==> src/rtl/core/adsc_pkg.sv <==
// Types and constants for the ambient dark screen controller.
// Register indexes, field widths and register reset values.
// No dependencies.
package adsc_pkg;

  localparam int unsigned CFG_IDX_W  = 3;
  localparam int unsigned CFG_DATA_W = 16;
  localparam int unsigned THR_W      = 16;
  localparam int unsigned RUN_W      = 8;
  localparam int unsigned LEVEL_W    = 8;

  typedef logic [RUN_W-1:0]   run_t;
  typedef logic [LEVEL_W-1:0] level_t;
  typedef logic [THR_W-1:0]   thr_t;

  typedef enum logic [CFG_IDX_W-1:0] {
    CFG_AUTO_OFF_ENABLE       = 3'd0,
    CFG_DARK_THRESHOLD        = 3'd1,
    CFG_BRIGHT_THRESHOLD      = 3'd2,
    CFG_DARK_SAMPLES_NEEDED   = 3'd3,
    CFG_BRIGHT_SAMPLES_NEEDED = 3'd4,
    CFG_FALLBACK_BRIGHTNESS   = 3'd5
  } cfg_idx_t;

  localparam thr_t   RST_DARK_THRESHOLD    = 16'd8;
  localparam thr_t   RST_BRIGHT_THRESHOLD  = 16'd20;
  localparam run_t   RST_DARK_NEEDED       = 8'd4;
  localparam run_t   RST_BRIGHT_NEEDED     = 8'd2;
  localparam level_t RST_FALLBACK          = 8'd60;
  localparam run_t   RUN_MAX               = 8'hFF;

  function automatic run_t run_inc(input run_t r);
    return (r == RUN_MAX) ? r : r + run_t'(1);
  endfunction

endpackage

==> src/rtl/core/ambient_dark_screen_controller.sv <==
// Ambient dark screen controller: light hysteresis with persistence counts,
// screen blanking and touch override. Single registered pass per request.
// Depends on adsc_pkg.
//
//  channel | handshake          | payload
//  --------+--------------------+------------------------------------------
//  in      | in_valid/in_stall  | action, light_count, read_ok, current_brightness
//  out     | out_valid/out_stall| backlight_write/value, screen_is_off, level,
//          |                    | sensor_power, touch_accepted
//  cfg     | cfg_wr_en          | cfg_index, cfg_data
//
// One request per cycle while in_stall is low; each result appears in the cycle
// after its request, in the single result register, refilled on each accepted request.
// in_stall is high only while a result is held and out_stall is high.
// rst_n is synchronous, active low; it restores register and state defaults.
module ambient_dark_screen_controller #(
  parameter int unsigned COUNT_BITS = 16
) (
  input  logic                              clk,
  input  logic                              rst_n,
  input  logic                              cfg_wr_en,
  input  logic [adsc_pkg::CFG_IDX_W-1:0]    cfg_index,
  input  logic [adsc_pkg::CFG_DATA_W-1:0]   cfg_data,
  input  logic                              in_valid,
  output logic                              in_stall,
  input  logic                              in_action,
  input  logic [COUNT_BITS-1:0]             in_light_count,
  input  logic                              in_read_ok,
  input  logic [adsc_pkg::LEVEL_W-1:0]      in_current_brightness,
  output logic                              out_valid,
  input  logic                              out_stall,
  output logic                              out_backlight_write,
  output logic [adsc_pkg::LEVEL_W-1:0]      out_backlight_value,
  output logic                              out_screen_is_off,
  output logic                              out_level_valid,
  output logic [COUNT_BITS-1:0]             out_ambient_level,
  output logic                              out_sensor_power,
  output logic                              out_touch_accepted
);

  localparam int unsigned CMP_W = (COUNT_BITS > adsc_pkg::THR_W) ? COUNT_BITS : adsc_pkg::THR_W;

  logic                    auto_off_enable_r;
  adsc_pkg::thr_t          dark_threshold_r;
  adsc_pkg::thr_t          bright_threshold_r;
  adsc_pkg::run_t          dark_needed_r;
  adsc_pkg::run_t          bright_needed_r;
  adsc_pkg::level_t        fallback_r;

  logic                    sensor_active_r, sensor_active_nxt;
  logic                    screen_blanked_r, screen_blanked_nxt;
  logic                    manual_override_r, manual_override_nxt;
  adsc_pkg::run_t          dark_run_r, dark_run_nxt;
  adsc_pkg::run_t          bright_run_r, bright_run_nxt;
  adsc_pkg::level_t        saved_level_r, saved_level_nxt;
  logic [COUNT_BITS-1:0]   last_count_r, last_count_nxt;
  logic                    count_known_r, count_known_nxt;

  logic                    wr_nxt;
  adsc_pkg::level_t        wr_value_nxt;
  logic                    touch_nxt;

  logic                    out_valid_r;
  logic                    backlight_write_r;
  adsc_pkg::level_t        backlight_value_r;
  logic                    screen_is_off_r;
  logic                    level_valid_r;
  logic [COUNT_BITS-1:0]   ambient_level_r;
  logic                    sensor_power_r;
  logic                    touch_accepted_r;

  logic                    in_accept;

  assign in_stall  = out_valid_r & out_stall;
  assign in_accept = in_valid & ~in_stall;

  always_comb begin
    logic is_bright;
    logic is_dark;
    is_bright           = CMP_W'(in_light_count) >= CMP_W'(bright_threshold_r);
    is_dark             = CMP_W'(in_light_count) <= CMP_W'(dark_threshold_r);
    sensor_active_nxt   = sensor_active_r;
    screen_blanked_nxt  = screen_blanked_r;
    manual_override_nxt = manual_override_r;
    dark_run_nxt        = dark_run_r;
    bright_run_nxt      = bright_run_r;
    saved_level_nxt     = saved_level_r;
    last_count_nxt      = last_count_r;
    count_known_nxt     = count_known_r;
    wr_nxt              = 1'b0;
    wr_value_nxt        = '0;
    touch_nxt           = 1'b0;

    if (in_action) begin
      if (screen_blanked_r) begin
        manual_override_nxt = 1'b1;
        screen_blanked_nxt  = 1'b0;
        wr_nxt              = 1'b1;
        wr_value_nxt        = saved_level_r;
        touch_nxt           = 1'b1;
      end
    end else begin
      if (auto_off_enable_r != sensor_active_r) begin
        if (!auto_off_enable_r) begin
          if (screen_blanked_r) begin
            screen_blanked_nxt = 1'b0;
            wr_nxt             = 1'b1;
            wr_value_nxt       = saved_level_r;
          end
          count_known_nxt = 1'b0;
        end
        sensor_active_nxt   = auto_off_enable_r;
        manual_override_nxt = 1'b0;
        dark_run_nxt        = '0;
        bright_run_nxt      = '0;
      end
      if (sensor_active_nxt && in_read_ok) begin
        last_count_nxt  = in_light_count;
        count_known_nxt = 1'b1;
        if (is_bright) begin
          bright_run_nxt = adsc_pkg::run_inc(bright_run_nxt);
          dark_run_nxt   = '0;
        end else if (is_dark) begin
          dark_run_nxt   = adsc_pkg::run_inc(dark_run_nxt);
          bright_run_nxt = '0;
        end else begin
          dark_run_nxt   = '0;
          bright_run_nxt = '0;
        end
        if (is_bright || is_dark) begin
          if (bright_run_nxt >= bright_needed_r) begin
            bright_run_nxt      = '0;
            manual_override_nxt = 1'b0;
            if (screen_blanked_nxt) begin
              screen_blanked_nxt = 1'b0;
              wr_nxt             = 1'b1;
              wr_value_nxt       = saved_level_nxt;
            end
          end else if (dark_run_nxt >= dark_needed_r) begin
            dark_run_nxt = '0;
            if (!screen_blanked_nxt && !manual_override_nxt) begin
              saved_level_nxt    = (in_current_brightness == '0) ? fallback_r
                                                                 : in_current_brightness;
              wr_nxt             = 1'b1;
              wr_value_nxt       = '0;
              screen_blanked_nxt = 1'b1;
            end
          end
        end
      end
    end
  end

  always_ff @(posedge clk) begin
    if (!rst_n) begin
      auto_off_enable_r  <= 1'b1;
      dark_threshold_r   <= adsc_pkg::RST_DARK_THRESHOLD;
      bright_threshold_r <= adsc_pkg::RST_BRIGHT_THRESHOLD;
      dark_needed_r      <= adsc_pkg::RST_DARK_NEEDED;
      bright_needed_r    <= adsc_pkg::RST_BRIGHT_NEEDED;
      fallback_r         <= adsc_pkg::RST_FALLBACK;
    end else if (cfg_wr_en) begin
      case (adsc_pkg::cfg_idx_t'(cfg_index))
        adsc_pkg::CFG_AUTO_OFF_ENABLE:       auto_off_enable_r  <= cfg_data[0];
        adsc_pkg::CFG_DARK_THRESHOLD:        dark_threshold_r   <= cfg_data;
        adsc_pkg::CFG_BRIGHT_THRESHOLD:      bright_threshold_r <= cfg_data;
        adsc_pkg::CFG_DARK_SAMPLES_NEEDED:   dark_needed_r      <= cfg_data[adsc_pkg::RUN_W-1:0];
        adsc_pkg::CFG_BRIGHT_SAMPLES_NEEDED: bright_needed_r    <= cfg_data[adsc_pkg::RUN_W-1:0];
        adsc_pkg::CFG_FALLBACK_BRIGHTNESS:   fallback_r         <= cfg_data[adsc_pkg::LEVEL_W-1:0];
        default: ;
      endcase
    end
  end

  always_ff @(posedge clk) begin
    if (!rst_n) begin
      sensor_active_r   <= 1'b0;
      screen_blanked_r  <= 1'b0;
      manual_override_r <= 1'b0;
      dark_run_r        <= '0;
      bright_run_r      <= '0;
      saved_level_r     <= adsc_pkg::RST_FALLBACK;
      last_count_r      <= '0;
      count_known_r     <= 1'b0;
    end else if (in_accept) begin
      sensor_active_r   <= sensor_active_nxt;
      screen_blanked_r  <= screen_blanked_nxt;
      manual_override_r <= manual_override_nxt;
      dark_run_r        <= dark_run_nxt;
      bright_run_r      <= bright_run_nxt;
      saved_level_r     <= saved_level_nxt;
      last_count_r      <= last_count_nxt;
      count_known_r     <= count_known_nxt;
    end
  end

  always_ff @(posedge clk) begin
    if (!rst_n) begin
      out_valid_r <= 1'b0;
    end else if (in_accept) begin
      out_valid_r <= 1'b1;
    end else if (!out_stall) begin
      out_valid_r <= 1'b0;
    end
  end

  always_ff @(posedge clk) begin
    if (in_accept) begin
      backlight_write_r <= wr_nxt;
      backlight_value_r <= wr_value_nxt;
      screen_is_off_r   <= screen_blanked_nxt;
      level_valid_r     <= count_known_nxt;
      ambient_level_r   <= count_known_nxt ? last_count_nxt : '0;
      sensor_power_r    <= sensor_active_nxt;
      touch_accepted_r  <= touch_nxt;
    end
  end

  assign out_valid           = out_valid_r;
  assign out_backlight_write = backlight_write_r;
  assign out_backlight_value = backlight_value_r;
  assign out_screen_is_off   = screen_is_off_r;
  assign out_level_valid     = level_valid_r;
  assign out_ambient_level   = ambient_level_r;
  assign out_sensor_power    = sensor_power_r;
  assign out_touch_accepted  = touch_accepted_r;

`ifndef SYNTH
  a_no_value_without_write: assert property (@(posedge clk) disable iff (!rst_n)
    out_valid_r && !backlight_write_r |-> backlight_value_r == '0)
    else $error("backlight value set without a write");

  a_touch_wakes: assert property (@(posedge clk) disable iff (!rst_n)
    out_valid_r && touch_accepted_r |-> backlight_write_r && !screen_is_off_r)
    else $error("accepted touch did not wake the screen");

  a_level_needs_sensor: assert property (@(posedge clk) disable iff (!rst_n)
    !sensor_active_r |-> !count_known_r)
    else $error("level held while sensor is off");

  a_blank_excludes_override: assert property (@(posedge clk) disable iff (!rst_n)
    screen_blanked_r |-> !manual_override_r)
    else $error("screen blanked while override is set");

  a_state_holds_when_idle: assert property (@(posedge clk) disable iff (!rst_n)
    !in_accept |=> $stable(screen_blanked_r) && $stable(saved_level_r))
    else $error("state changed without an accepted request");
`endif

endmodule
==> config.mk <==
export PLATFORM = sky130hd
export DESIGN_NAME = ambient_dark_screen_controller
export DESIGN_NICKNAME = d
export VERILOG_FILES = /design/src/rtl/core/adsc_pkg.sv /design/src/rtl/core/ambient_dark_screen_controller.sv
export SDC_FILE = /design/constraint.sdc
export NUM_CORES = 1
export LEC_CHECK = 0
export ABC_AREA = 1
export BUFFER_PORTS_ARGS = -buffer_cell sky130_fd_sc_hd__clkbuf_2
export CELL_PAD_IN_SITES_DETAIL_PLACEMENT = 1
export CELL_PAD_IN_SITES_GLOBAL_PLACEMENT = 1
export CORE_MARGIN = 1
export CORE_UTILIZATION = 47
export CTS_CLUSTER_SIZE = 8
export DETAILED_ROUTE_END_ITERATION = 10
export GPL_TIMING_DRIVEN = 0
export PLACE_DENSITY_LB_ADDON = 0.08
export SYNTH_ARGS = -nofsm -noshare
export SYNTH_HDL_FRONTEND = slang
export SYNTH_SLANG_ARGS = --single-unit
==> constraint.sdc <==
create_clock -name clk -period 5.1 [get_ports clk]
set_clock_uncertainty 0.05 [all_clocks]
set_input_delay 0.255 -clock clk [delete_from_list [all_inputs] [get_ports clk]]
set_output_delay 0.255 -clock clk [all_outputs]
set_load 0.03 [all_outputs]
==> flow_summary.toml <==
[outcome]
status = "finished clean"

[timing]
max_freq_mhz = 246.4
relSlewSlack_pct = 38.96
slew_violations = 0
rsz0062_at_grt = "false"
fin_tns_setup_ps = 0
fin_crit_ps = 4059
setup-violations-final = 0
tightest_slew_ps = 913.4
period_share_pct = 79.59
hold_violations = 0

[clock_tree]
cts.path.max_buffers = 2
holdBufCountCts = 0
clock-sinks = 131
cts_setup_buffers = 0
cts-root-buf = "clkbuf_16"
htree_levels = 4
cts_tree = "yes"
ctsResizeCount = 0
cts_buffers = 17
clock_latency_ps = 430
path_clk_slew_ps = 60

[critical_path]
crit_top_cell = "nand2_4"
worst-r2r-cell-count = 22
critPathMaxStageDelay_ps = 400
required_ps = 5360
critPathMaxFanout = 10
crit_end = "saved_level_r[4]$_SDFFE_PN1P_"
path_delay_family = "simple AND/OR/NAND/NOR gates"
path_class = "flop to flop"
startpoint = "auto_off_enable_r$_SDFFE_PN1P_"
r2r_slack_ps = 1040
setup.worst_path.end_class = "flop"
cpMaxStageDelayCell = "dfxtp_1"
r2r-start = "auto_off_enable_r$_SDFFE_PN1P_"
worst-path-buf-inv = 4
reg2reg_to = "saved_level_r[4]$_SDFFE_PN1P_"
cp_num_cells = 22
arrival_ps = 4310
crit_path_cell_trace = "inv_2 > nand2_4 > nand2_4 > nor2_1 > ha_1 > nand3_2 > nor3_4 > nand2_4 > nand2_1 > xor2_1 > inv_1 > nor2_1 > ha_1 > a21oi_1 > o21ai_0 > nand2_1 > nand3_1 > inv_1 > nand4_1 > buf_2 > a21oi_1 > o21ai_1"
cp-start-kind = "flop"

[synth]
syn_inst = 930
synth_top_area_cell = "dfxtp_1"
avgSynthCellArea_um2 = 7.581
syn_nets = 1030
yosysSeqAreaShare_pct = 41.31
synth.distinct_cells = 42
syn_area_um2 = 7051
synth_seq_cells = 131
ys_warn_count = 0
synth_top_area_share_pct = 28.96
synth_area_leaders = "dfxtp_1, edfxtp_1, a21oi_1"

[run]
drv_cap = 0

[power_and_ir_drop]
ir_drop_uv = 195.3
p_leak_uw = 0.003988
finalPower_uw = 2927
p_per_area_nw_per_um2 = 350.8

[final_layout]
nets = 1128
layout_common_cells = "inv_1, a21oi_1, nand2_1, o21ai_0, dfxtp_1"
layout_commonest_cell = "inv_1"
n_antenna_cell = 0
area_growth_pct = 18.35
utilization_pct = 57.20
nFillCells = 1885
drive_gt1_share_pct = 14.70

[detailed_routing]
dr_total_vias = 6597
drc = 0
viasPerCell = 5.385
drt_wl_total_um = 21580
drt-initial-drc-count = 369
drt_first_pass_iters = 5
final_antenna_net_count = 0
post_drt_wl_per_cell_um = 17.62

[grt]
grt_pass1_wl_um = 35170
grt_overflow = 0
grt_pass1_vias = 6901
grt_max_degree = 34
antenna_found_initial = 0
grt_usage_pct = 28.95

[floorplanning]
dieHeight_um = 124.5
dieArea_um2 = 15500
start_util_pct = 48.33
core_area_um2 = 14590
io_pins = 81
fp.dieW_um = 124.5
fp-row-count = 44

[placement]
hpwl_um = 15840
portBuffers = 79
gp_routability_congestion = 0.8276

[hold_path]
hold_class = "primary input to flop"
==> layer usage <==
metal	routed length, um	global-route usage [%]	up-vias
met1	9825	37.13	3157
met4	461	10.35	0
li1	-	-	3233
met5	0	0	-
met3	903	4.467	42
met2	10390	49.14	165
==> flip-flops by register name, indices dropped and copies added, names as in the netlist, 8 cells and up <==
signal	count
dark_threshold_r	16
last_count_r	16
saved_level_r	8
dark_needed_r	8
bright_needed_r	8
bright_run_r	8
out_backlight_value	8
bright_threshold_r	16
out_ambient_level	16
dark_run_r	8
fallback_r	8
==> metrics by stage <==
stage	hold slack (ps)	setup WS (ps)	area, um^2	std cells
6_report	46.16	1041	8344	1225
3_3_place_gp	396.6	1143	7676	1193
3_5_place_dp	403.1	1079	7681	1193
5_1_grt	60.95	776.9	8344	1225
4_1_cts	50.99	1057	8344	1225
2_1_floorplan	318.2	1929	7051	930
==> final cells by class <==
cell class / instances / area [um^2] / area share (%)
clock inverter: 14 / 224.0 / 2.684
tap: 184 / 230.2 / 2.759
timing repair buffer: 79 / 395.4 / 4.738
buffer: 33 / 137.6 / 1.649
multi-input combinational: 596 / 3363 / 40.31
inverter: 170 / 641.9 / 7.692
sequential: 131 / 2913 / 34.91
clock buffer: 18 / 439.2 / 5.263
==> synth_stat cells, drive strengths merged <==
cell type / instances
o211ai: 4
nand4: 7
a21oi: 142
inv: 167
clkbuf: 29
nand3: 38
nor4: 1
xor2: 9
xnor2: 1
buf: 4
nand2: 143
and3: 1
a21o: 1
clkinv: 3
dfxtp: 102
ha: 50
a311o: 1
edfxtp: 29
o21ai: 106
or2: 3
a31oi: 3
nor2: 73
o21a: 2
o21bai: 5
nor3: 6
==> worst min-delay path by stage <==
stage / startpoint / to / cells after the start
after floorplan: cfg_data[2] / fallback_r[2]$_SDFFE_PN1P_ / 2
after global placement: dark_threshold_r[7]$_SDFFE_PN0P_ / dark_threshold_r[7]$_SDFFE_PN0P_ / 2
after detailed placement: dark_threshold_r[14]$_SDFFE_PN0P_ / dark_threshold_r[14]$_SDFFE_PN0P_ / 2
after CTS: in_current_brightness[3] / saved_level_r[3]$_SDFFE_PN1P_ / 3
after global routing: in_current_brightness[2] / saved_level_r[2]$_SDFFE_PN1P_ / 3
final: in_current_brightness[3] / saved_level_r[3]$_SDFFE_PN1P_ / 3
==> worst min-delay path, cell delays in order <==
cell	delay [ps]
clkbuf_2	90
a21oi_1	40
o21ai_1	100
==> power by group <==
part / internal [uW] / switching, uW / total (uW)
combinational: 114 / 278 / 392
clock: 888 / 509 / 1400
sequential: 1120 / 22.3 / 1140
total: 2120 / 809 / 2930
==> kinds of logic after synthesis <==
kind of cell             Yosys count  share of synthesized area [%]
adder cells (fa/ha/maj)           50                          8.873
AO/OA/AOI/OAI                    264                          19.61
buffers and inverters            203                          11.06
AND/OR/NAND/NOR                  272                          17.91
XOR/XNOR                          10                          1.242
flip-flops                       131                          41.31
No activity file was read; power rests on OpenSTA's default activity.
